===== src/rtl/core/csb_pkg.sv =====
// csb_pkg: shared types, register indexes and reset values for the clipped sprite blitter
// no dependencies; used by every module under rtl/core
package csb_pkg;

	localparam int COORD_BITS_DEF = 11;
	localparam int ADDR_BITS_DEF  = 19;

	localparam int IDX_BITS = 3;

	localparam logic [IDX_BITS-1:0] REG_SCREEN_WIDTH  = 3'd0;
	localparam logic [IDX_BITS-1:0] REG_SCREEN_HEIGHT = 3'd1;
	localparam logic [IDX_BITS-1:0] REG_SPRITE_X      = 3'd2;
	localparam logic [IDX_BITS-1:0] REG_SPRITE_Y      = 3'd3;
	localparam logic [IDX_BITS-1:0] REG_SPRITE_WIDTH  = 3'd4;
	localparam logic [IDX_BITS-1:0] REG_SPRITE_HEIGHT = 3'd5;

	localparam logic [9:0] SCREEN_WIDTH_RST  = 10'd320;
	localparam logic [8:0] SCREEN_HEIGHT_RST = 9'd200;
	localparam logic [9:0] SPRITE_WIDTH_RST  = 10'd8;
	localparam logic [9:0] SPRITE_HEIGHT_RST = 10'd8;

	typedef struct packed {
		logic [9:0] screen_width;
		logic [8:0] screen_height;
		logic [9:0] sprite_width;
		logic [9:0] sprite_height;
	} cfg_t;

	typedef struct packed {
		logic       visible;
		logic [9:0] x;
		logic [8:0] y;
		logic [7:0] color;
	} s1_t;

endpackage


===== src/rtl/core/csb_cfg.sv =====
// csb_cfg: configuration register file of the clipped sprite blitter
// depends on csb_pkg
module csb_cfg #(
	parameter int COORD_BITS = csb_pkg::COORD_BITS_DEF
) (
	input  logic                                clk,
	input  logic                                arst_n,
	input  logic                                cfg_write,
	input  logic [csb_pkg::IDX_BITS-1:0]        cfg_index,
	input  logic [COORD_BITS-1:0]               cfg_data,
	output csb_pkg::cfg_t                       cfg,
	output logic signed [COORD_BITS-1:0]        sprite_x,
	output logic signed [COORD_BITS-1:0]        sprite_y
);

	csb_pkg::cfg_t                cfg_q;
	logic signed [COORD_BITS-1:0] sprite_x_q;
	logic signed [COORD_BITS-1:0] sprite_y_q;

	always_ff @(posedge clk or negedge arst_n) begin
		if (!arst_n) begin
			cfg_q.screen_width  <= csb_pkg::SCREEN_WIDTH_RST;
			cfg_q.screen_height <= csb_pkg::SCREEN_HEIGHT_RST;
			cfg_q.sprite_width  <= csb_pkg::SPRITE_WIDTH_RST;
			cfg_q.sprite_height <= csb_pkg::SPRITE_HEIGHT_RST;
			sprite_x_q          <= '0;
			sprite_y_q          <= '0;
		end else if (cfg_write) begin
			unique case (cfg_index)
				csb_pkg::REG_SCREEN_WIDTH:  cfg_q.screen_width  <= cfg_data[9:0];
				csb_pkg::REG_SCREEN_HEIGHT: cfg_q.screen_height <= cfg_data[8:0];
				csb_pkg::REG_SPRITE_X:      sprite_x_q          <= $signed(cfg_data);
				csb_pkg::REG_SPRITE_Y:      sprite_y_q          <= $signed(cfg_data);
				csb_pkg::REG_SPRITE_WIDTH:  cfg_q.sprite_width  <= cfg_data[9:0];
				csb_pkg::REG_SPRITE_HEIGHT: cfg_q.sprite_height <= cfg_data[9:0];
				default: ;
			endcase
		end
	end

	assign cfg      = cfg_q;
	assign sprite_x = sprite_x_q;
	assign sprite_y = sprite_y_q;

endmodule


===== src/rtl/core/csb_coord.sv =====
// csb_coord: sprite column/row counters, screen coordinate and clip test, first pipeline stage
// depends on csb_pkg
module csb_coord #(
	parameter int COORD_BITS = csb_pkg::COORD_BITS_DEF
) (
	input  logic                         clk,
	input  logic                         arst_n,
	input  logic                         pixel_valid,
	output logic                         pixel_ready,
	input  logic [7:0]                   pixel_color,
	input  csb_pkg::cfg_t                cfg,
	input  logic signed [COORD_BITS-1:0] sprite_x,
	input  logic signed [COORD_BITS-1:0] sprite_y,
	output logic                         valid_s1,
	output csb_pkg::s1_t                 data_s1,
	input  logic                         s1_ready
);

	localparam int SXW = COORD_BITS + 2;

	logic [9:0]            col_q;
	logic [9:0]            row_q;
	logic                  accept;
	logic signed [SXW-1:0] sx;
	logic signed [SXW-1:0] sy;
	logic                  vis;
	logic                  col_end;
	logic                  row_end;

	assign pixel_ready = !valid_s1 || s1_ready;
	assign accept      = pixel_valid && pixel_ready;

	assign sx = SXW'(sprite_x) + $signed({{(SXW-10){1'b0}}, col_q});
	assign sy = SXW'(sprite_y) + $signed({{(SXW-10){1'b0}}, row_q});

	// on screen when both coordinates are non-negative and inside the mode size
	assign vis = !sx[SXW-1] && (sx < $signed({{(SXW-10){1'b0}}, cfg.screen_width}))
		&& !sy[SXW-1] && (sy < $signed({{(SXW-9){1'b0}}, cfg.screen_height}));

	assign col_end = ({1'b0, col_q} + 11'd1) >= {1'b0, cfg.sprite_width};
	assign row_end = ({1'b0, row_q} + 11'd1) >= {1'b0, cfg.sprite_height};

	always_ff @(posedge clk or negedge arst_n) begin
		if (!arst_n) begin
			col_q <= '0;
			row_q <= '0;
		end else if (accept) begin
			if (col_end) begin
				col_q <= '0;
				row_q <= row_end ? 10'd0 : row_q + 10'd1;
			end else begin
				col_q <= col_q + 10'd1;
			end
		end
	end

	always_ff @(posedge clk or negedge arst_n) begin
		if (!arst_n) begin
			valid_s1 <= 1'b0;
		end else if (pixel_ready) begin
			valid_s1 <= pixel_valid;
		end
	end

	always_ff @(posedge clk) begin
		if (accept) begin
			data_s1.visible <= vis;
			data_s1.x       <= sx[9:0];
			data_s1.y       <= sy[8:0];
			data_s1.color   <= pixel_color;
		end
	end

	a_accept_fills: assert property (@(posedge clk) disable iff (!arst_n)
		accept |=> valid_s1)
		else $error("accepted request did not reach stage one");

	a_stall_holds: assert property (@(posedge clk) disable iff (!arst_n)
		valid_s1 && !s1_ready |=> valid_s1 && $stable(data_s1))
		else $error("stalled stage one request changed");

	a_col_step: assert property (@(posedge clk) disable iff (!arst_n)
		accept && !col_end |=> col_q == $past(col_q) + 10'd1 && $stable(row_q))
		else $error("column counter did not step");

	a_idle_hold: assert property (@(posedge clk) disable iff (!arst_n)
		!accept |=> $stable(col_q) && $stable(row_q))
		else $error("counters moved without a request");

endmodule


===== src/rtl/core/csb_addr.sv =====
// csb_addr: linear video memory address (x + width * y) and result register, second stage
// depends on csb_pkg
module csb_addr #(
	parameter int ADDR_BITS = csb_pkg::ADDR_BITS_DEF
) (
	input  logic                 clk,
	input  logic                 arst_n,
	input  logic                 valid_s1,
	input  csb_pkg::s1_t         data_s1,
	output logic                 s1_ready,
	input  logic [9:0]           screen_width,
	output logic                 write_valid,
	input  logic                 write_ready,
	output logic [ADDR_BITS-1:0] vram_address,
	output logic [7:0]           write_color
);

	localparam int SUMW = (ADDR_BITS > 20) ? ADDR_BITS : 20;

	logic                 valid_s2;
	logic [ADDR_BITS-1:0] addr_s2;
	logic [7:0]           color_s2;
	logic [18:0]          prod;
	logic [SUMW-1:0]      sum;

	assign s1_ready = !valid_s2 || write_ready;

	assign prod = {9'b0, screen_width} * {10'b0, data_s1.y};
	assign sum  = SUMW'(prod) + SUMW'(data_s1.x);

	// clipped pixels drop out here
	always_ff @(posedge clk or negedge arst_n) begin
		if (!arst_n) begin
			valid_s2 <= 1'b0;
		end else if (s1_ready) begin
			valid_s2 <= valid_s1 && data_s1.visible;
		end
	end

	always_ff @(posedge clk) begin
		if (valid_s1 && s1_ready) begin
			addr_s2  <= sum[ADDR_BITS-1:0];
			color_s2 <= data_s1.color;
		end
	end

	assign write_valid  = valid_s2;
	assign vram_address = addr_s2;
	assign write_color  = color_s2;

endmodule


===== src/rtl/core/clipped_sprite_blitter.sv =====
// Clipped sprite blitter: takes one sprite pixel per cycle in raster order and issues a video
// memory write for every pixel that lands on screen; clipped pixels produce no write. Sustained
// rate is one pixel per clock while write_ready is high. Stages: clip-test register, then the
// address multiply-add and result register. Configuration writes take effect at once and
// belong between sprites while the pipeline is empty; sprite counters are not cleared by them.
// depends on csb_pkg, csb_cfg, csb_coord, csb_addr
module clipped_sprite_blitter #(
	parameter int COORD_BITS = csb_pkg::COORD_BITS_DEF,
	parameter int ADDR_BITS  = csb_pkg::ADDR_BITS_DEF
) (
	input  logic                         clk,
	input  logic                         arst_n,
	input  logic                         cfg_write,
	input  logic [csb_pkg::IDX_BITS-1:0] cfg_index,
	input  logic [COORD_BITS-1:0]        cfg_data,
	input  logic                         pixel_valid,
	output logic                         pixel_ready,
	input  logic [7:0]                   pixel_color,
	output logic                         write_valid,
	input  logic                         write_ready,
	output logic [ADDR_BITS-1:0]         vram_address,
	output logic [7:0]                   write_color
);

	csb_pkg::cfg_t                cfg;
	logic signed [COORD_BITS-1:0] sprite_x;
	logic signed [COORD_BITS-1:0] sprite_y;
	logic                         valid_s1;
	csb_pkg::s1_t                 data_s1;
	logic                         s1_ready;

	csb_cfg #(.COORD_BITS(COORD_BITS)) u_cfg (
		.clk       (clk),
		.arst_n    (arst_n),
		.cfg_write (cfg_write),
		.cfg_index (cfg_index),
		.cfg_data  (cfg_data),
		.cfg       (cfg),
		.sprite_x  (sprite_x),
		.sprite_y  (sprite_y)
	);

	csb_coord #(.COORD_BITS(COORD_BITS)) u_coord (
		.clk         (clk),
		.arst_n      (arst_n),
		.pixel_valid (pixel_valid),
		.pixel_ready (pixel_ready),
		.pixel_color (pixel_color),
		.cfg         (cfg),
		.sprite_x    (sprite_x),
		.sprite_y    (sprite_y),
		.valid_s1    (valid_s1),
		.data_s1     (data_s1),
		.s1_ready    (s1_ready)
	);

	csb_addr #(.ADDR_BITS(ADDR_BITS)) u_addr (
		.clk          (clk),
		.arst_n       (arst_n),
		.valid_s1     (valid_s1),
		.data_s1      (data_s1),
		.s1_ready     (s1_ready),
		.screen_width (cfg.screen_width),
		.write_valid  (write_valid),
		.write_ready  (write_ready),
		.vram_address (vram_address),
		.write_color  (write_color)
	);

endmodule

===== config.mk =====
export PLATFORM = sky130hd
export DESIGN_NAME = clipped_sprite_blitter
export DESIGN_NICKNAME = d
export VERILOG_FILES = /design/src/rtl/core/csb_pkg.sv /design/src/rtl/core/csb_cfg.sv /design/src/rtl/core/csb_coord.sv /design/src/rtl/core/csb_addr.sv /design/src/rtl/core/clipped_sprite_blitter.sv
export SDC_FILE = /design/constraint.sdc
export NUM_CORES = 1
export LEC_CHECK = 0
export BUFFER_PORTS_ARGS = -buffer_cell sky130_fd_sc_hd__clkbuf_2
export CELL_PAD_IN_SITES_DETAIL_PLACEMENT = 2
export CELL_PAD_IN_SITES_GLOBAL_PLACEMENT = 2
export CORE_MARGIN = 2
export CORE_UTILIZATION = 40
export DETAILED_ROUTE_END_ITERATION = 6
export GPL_TIMING_DRIVEN = 1
export PLACE_DENSITY = 0.75
export SLEW_MARGIN = 20
export SYNTH_ARGS = -nofsm -noshare
export SYNTH_HDL_FRONTEND = slang
export SYNTH_SLANG_ARGS = --single-unit

===== constraint.sdc =====
create_clock -name clk -period 8.2 [get_ports clk]
set_input_delay 1.64 -clock clk [delete_from_list [all_inputs] [get_ports clk]]
set_output_delay 1.64 -clock clk [all_outputs]
set_load 0.02 [all_outputs]

Yosys cells after proc, flatten, opt, wreduce, memory -nomap -nowiden. Cells that the tools add are included.

Register bits after elaboration: 138. Latch bits: 0. Memory bits (writable): 0. Bits in read-only memories: 0. Output and inout bits: 29. Memories: 0.

Add/subtract/negate cells: 7. $mul: 1. Divide/modulo/power cells: 0. Order comparisons: 4. Equality and inequality tests: 5. Shift operators: 0. Mux-type cells: 2. Bitwise operators: 0. Reduce and logical (&&, ||, !) cells: 20.

Operators by type and width (count): 11-bit by 11-bit adder with 12-bit output (2); 10-bit by 1-bit adder with 11-bit output, second input constant (2); 11-bit by 10-bit >= comparator with 1-bit output (2); 10-bit by 1-bit adder with 10-bit output, second input constant (2); 10-bit 2-to-1 mux (2); 19-bit by 10-bit adder with 19-bit output (1); 10-bit by 9-bit multiplier with 19-bit output (1); 2-bit AND reduction (7); 13-bit by 10-bit < comparator with 1-bit output (1); 13-bit by 11-bit < comparator with 1-bit output (1); 3-bit by 2-bit equality test with 1-bit output, second input constant (2); 3-bit equality test, second input constant (2); 1-bit logical AND (6); 1-bit logical NOT (4); 3-bit by 1-bit equality test with 1-bit output, second input constant (1); 3-bit logical NOT (1); 1-bit logical OR (2).

Longest topological paths before layout.
Word-level depth: 5. Gate-level depth with buffers: 19. Mapped depth without buffers: 18.

Modules after synthesis. From an unflattened synthesis, not the netlist that was laid out.

Cell total of the unflattened synthesis: 942. Area, all modules: 10437.5 sq um.

By module, submodules not included: csb_addr (times used 1, cells an instance 420, area an instance 4210.3 sq um, sequential area each 835.8 sq um); csb_coord (times used 1, cells an instance 388, area an instance 3890.0 sq um, sequential area each 1366.3 sq um); csb_cfg (times used 1, cells an instance 134, area an instance 2337.2 sq um, sequential area each 1535.2 sq um).

Worst setup path before layout. OpenSTA, ideal clock, no wires.

Path type: register to register. Start: reg, netlist name u_cfg.cfg[35]. End: reg u_addr.addr_s2[16], in the netlist u_addr.vram_address[16], data pin. Setup time: 262 ps. Arrival time: 4660 ps. Required time: 7938 ps. Slack: 3278 ps. Stages on the path, launching flop included: 20. Buffers on the path: 1. Clock period less this slack: 4922 ps. Cells stage by stage: dfstp_2 clkbuf_1 nand2_1 fa_1 inv_1 fa_1 inv_1 fa_1 inv_1 fa_1 inv_1 fa_1 inv_1 ha_1 a21oi_1 nor2_1 nor2_1 a31o_2 mux2i_1 nand3_1.

Cells in the longest elaborated chain, start to end: 2.

RTL lines: 10-bit by 9-bit multiplier with 19-bit output (RTL line csb_addr.sv:28) `assign prod = {9'b0, screen_width} * {10'b0, data_s1.y};`; 19-bit by 10-bit adder with 19-bit output (RTL line csb_addr.sv:29) `assign sum = SUMW'(prod) + SUMW'(data_s1.x);`; net u_addr.sum[16] (RTL line csb_addr.sv:24) `logic [SUMW-1:0] sum;`; end signal, assigned (RTL line csb_addr.sv:42) `addr_s2 <= sum[ADDR_BITS-1:0];`; end, declared (RTL line csb_addr.sv:21) `logic [ADDR_BITS-1:0] addr_s2;`.

The timed path passes the listed nets, and every way through them passes these cells. A chain may end at the register's enable or synchronous reset.

Final worst setup path.
Start: reg, netlist name u_cfg.cfg[35]. End: reg u_addr.addr_s2[18], in the netlist u_addr.vram_address[18], data pin.

Cells in the longest elaborated chain, start to end: 2.

RTL lines (RTL line): 10-bit by 9-bit multiplier with 19-bit output (csb_addr.sv:28); 19-bit by 10-bit adder with 19-bit output (csb_addr.sv:29); net u_addr.sum[18] (csb_addr.sv:24).

The timed path passes the listed nets, and every way through them passes these cells.

==> flow_summary.json <==
{
  "drc": 0,
  "grt_max_degree": 84,
  "core-area_sq_um": 25100,
  "gp_congestion": 0.787,
  "min_period_ps": 5190,
  "cts_setup_buffers": 0,
  "r2r-start": "u_cfg.cfg[35]",
  "ioPinCount": 56,
  "drtAntennaViolNets": 0,
  "cts_sinks": 138,
  "die_height_microns": 164,
  "yosysSeqAreaShare_pct": 36.6,
  "wirelength_mm": 27.1,
  "antenna_found_initial": 0,
  "r2r_cells": 18,
  "num_rows": 58,
  "holdBufCountCts": 0,
  "hpwl_mm": 20.0,
  "insertedDiodeCount": 0,
  "syn_area_sq_um": 10200,
  "finalCritPeriodShare_pct": 63.2,
  "first_pass_iters": 4,
  "clock_latency_ps": 430,
  "critical_path_required_ps": 8500,
  "async_flop_share_pct": 60.1,
  "ys_seq_elements": 138,
  "numPortBuffers": 55,
  "hold_viol_final": 0,
  "fin_skew_ps": 12.9,
  "cts.clk_slew.worst_paths_ps": 60,
  "drive_gt1_share_pct": 14.4,
  "die_area_sq_um": 26800,
  "track_usage_pct": 21.8,
  "grt_pass1_vias": 8199,
  "synth_largest_area_cell": "dfrtp_1",
  "status": "completed",
  "wl_per_cell_microns": 19.8,
  "cts_resized": 0,
  "synth_cell_types": 65,
  "cts_tree": "built",
  "finalSetupViolations": 0,
  "die_w_microns": 164,
  "start_kind": "register",
  "clock_path_buffers": 2,
  "path_max_fanout": 10,
  "netlist_top_cells_count": "inv_1 (121), nand2_1 (116), ha_1 (113)",
  "syn_inst": 975,
  "end_kind": "register",
  "cts_buffers": 17,
  "crit_path_end": "u_addr.vram_address[18]",
  "synth_enable_flop_cells": 55,
  "overflow": 0,
  "cts-root-buf": "clkbuf_16",
  "syn_avg_cell_area_sq_um": 10.5,
  "r2r-end": "u_addr.vram_address[18]",
  "cp-startpoint": "u_cfg.cfg[35]",
  "hold_path_class": "reg2reg",
  "grt_pass1_wl_mm": 44.6,
  "relSlewSlack_pct": 30.0,
  "htree_levels": 4,
  "post_drt_via_cell_ratio": 5.30,
  "tns_ps": 0,
  "drt_iter0_drc": 223,
  "num_vias": 7266,
  "initial_core_util_pct": 40.7,
  "synth_top_area_share_pct": 18.6,
  "yosys_warnings": 0,
  "synth_most_common_cell": "inv_1",
  "synth_flop_cell": "dfrtp_1",
  "reg2reg_setup_slack_ps": 3010,
  "rsz0062_at_grt": "no",
  "worstMarginPinSlew_ps": 1050,
  "clock.fmax_mhz": 193,
  "critPathKind": "reg2reg",
  "maxSlewViolCount": 0,
  "drv_cap": 0,
  "synthToLayoutAreaGrowth_pct": 12.0,
  "synth_area_leaders": "dfrtp_1 (19%), edfxtp_1 (16%), ha_1 (14%), fa_1 (13%), inv_1 (4.4%)",
  "cp.arrival_ps": 5480,
  "layout.nets": 1233,
  "syn_nets": 1180
}
layout by cell type, fill, tap and decap left out, types with 4 or more instances in the layout:
master	count
a21o_1	8
nand3_1	23
nor2b_1	12
o21ai_0	48
o21a_1	7
nor3_1	5
o211ai_1	4
inv_1	121
dfstp_2	7
nor2_1	33
nand2b_1	11
clkbuf_16	17
edfxtp_1	55
nand2_1	116
o21ai_1	9
clkbuf_2	54
and2_1	54
a21oi_1	28
nand4_1	5
dfrtp_1	76
and3_1	5
fa_1	65
mux2_2	35
xor2_1	14
buf_4	4
ha_1	113
xnor2_1	27
a22o_1	6
a31oi_1	6
a211oi_1	9
metrics by stage:
stage,instances,setup slack (ps),hold WS [ps],util [%],instance area [sq um]
2_1_floorplan,975,3280,400,-,10200
3_3_place_gp,1339,3130,401,43.2,10800
3_5_place_dp,1339,2950,409,43.2,10800
4_1_cts,1371,2960,428,45.5,11400
5_1_grt,1371,2780,432,45.6,11400
6_report,1371,3010,428,45.6,11400
metal layers:
metal | routed length (microns) | vias to the layer above | global-route usage (%)
met4 | 495 | 0 | 6.34
met5 | 0 | - | 0
met3 | 507 | 32 | 2.58
met1 | 12000 | 3735 | 27.3
met2 | 14100 | 87 | 39.5
li1 | - | 3412 | -
final cells by class:
class / instances / area [sq um]
Fill cell: 2683 / 13700
Multi-Input combinational cell: 691 / 5920
Sequential cell: 138 / 3740
Inverter: 121 / 454
Clock buffer: 18 / 439
Tap cell: 330 / 413
Timing Repair Buffer: 59 / 312
Clock inverter: 14 / 159
how the worst min path moves through the flow:
stage	start	end	depth (start not counted)
finish	u_coord.data_s1[0]	u_addr.write_color[0]	0
global placement	u_coord.data_s1[2]	u_addr.write_color[2]	0
CTS	u_coord.data_s1[0]	u_addr.write_color[0]	0
global route	u_coord.data_s1[0]	u_addr.write_color[0]	0
floorplan	u_coord.data_s1[0]	u_addr.write_color[0]	0
detailed placement	u_coord.data_s1[0]	u_addr.write_color[0]	0
cell families after synthesis:
| logic type | share of synthesized area [%] |
|---|---|
| DFF | 36.6 |
| AOI/OAI and AO/OA | 9.89 |
| xor gates and xnor gates | 3.52 |
| buffers and inverters | 5.38 |
| muxes | 4.26 |
| and+or+nand+nor | 13.8 |
| adders and majority gates | 26.6 |
registers in the layout, indices dropped and copies added, names as in the netlist, 8 cells and up:
signal	flops
u_cfg.cfg	39
u_coord.row_q	10
u_coord.col_q	10
u_addr.vram_address	19
u_cfg.sprite_y	11
u_addr.write_color	8
u_coord.data_s1	28
u_cfg.sprite_x	11
critical path, cell delays in order (launching register included):
cell	delay (ps)
dfstp_2	620
nand2_1	110
fa_1	520
inv_1	60
fa_1	510
inv_1	50
fa_1	470
inv_1	60
fa_1	540
inv_1	50
fa_1	500
inv_1	50
ha_1	350
a21oi_1	300
nor2_1	80
nor2_1	180
nand2_1	140
a2111o_1	390
nand3_1	90
Power is left out: the tool's default activity adds up to more than one toggle a clock period on the data nets, which glitch-free logic cannot reach.
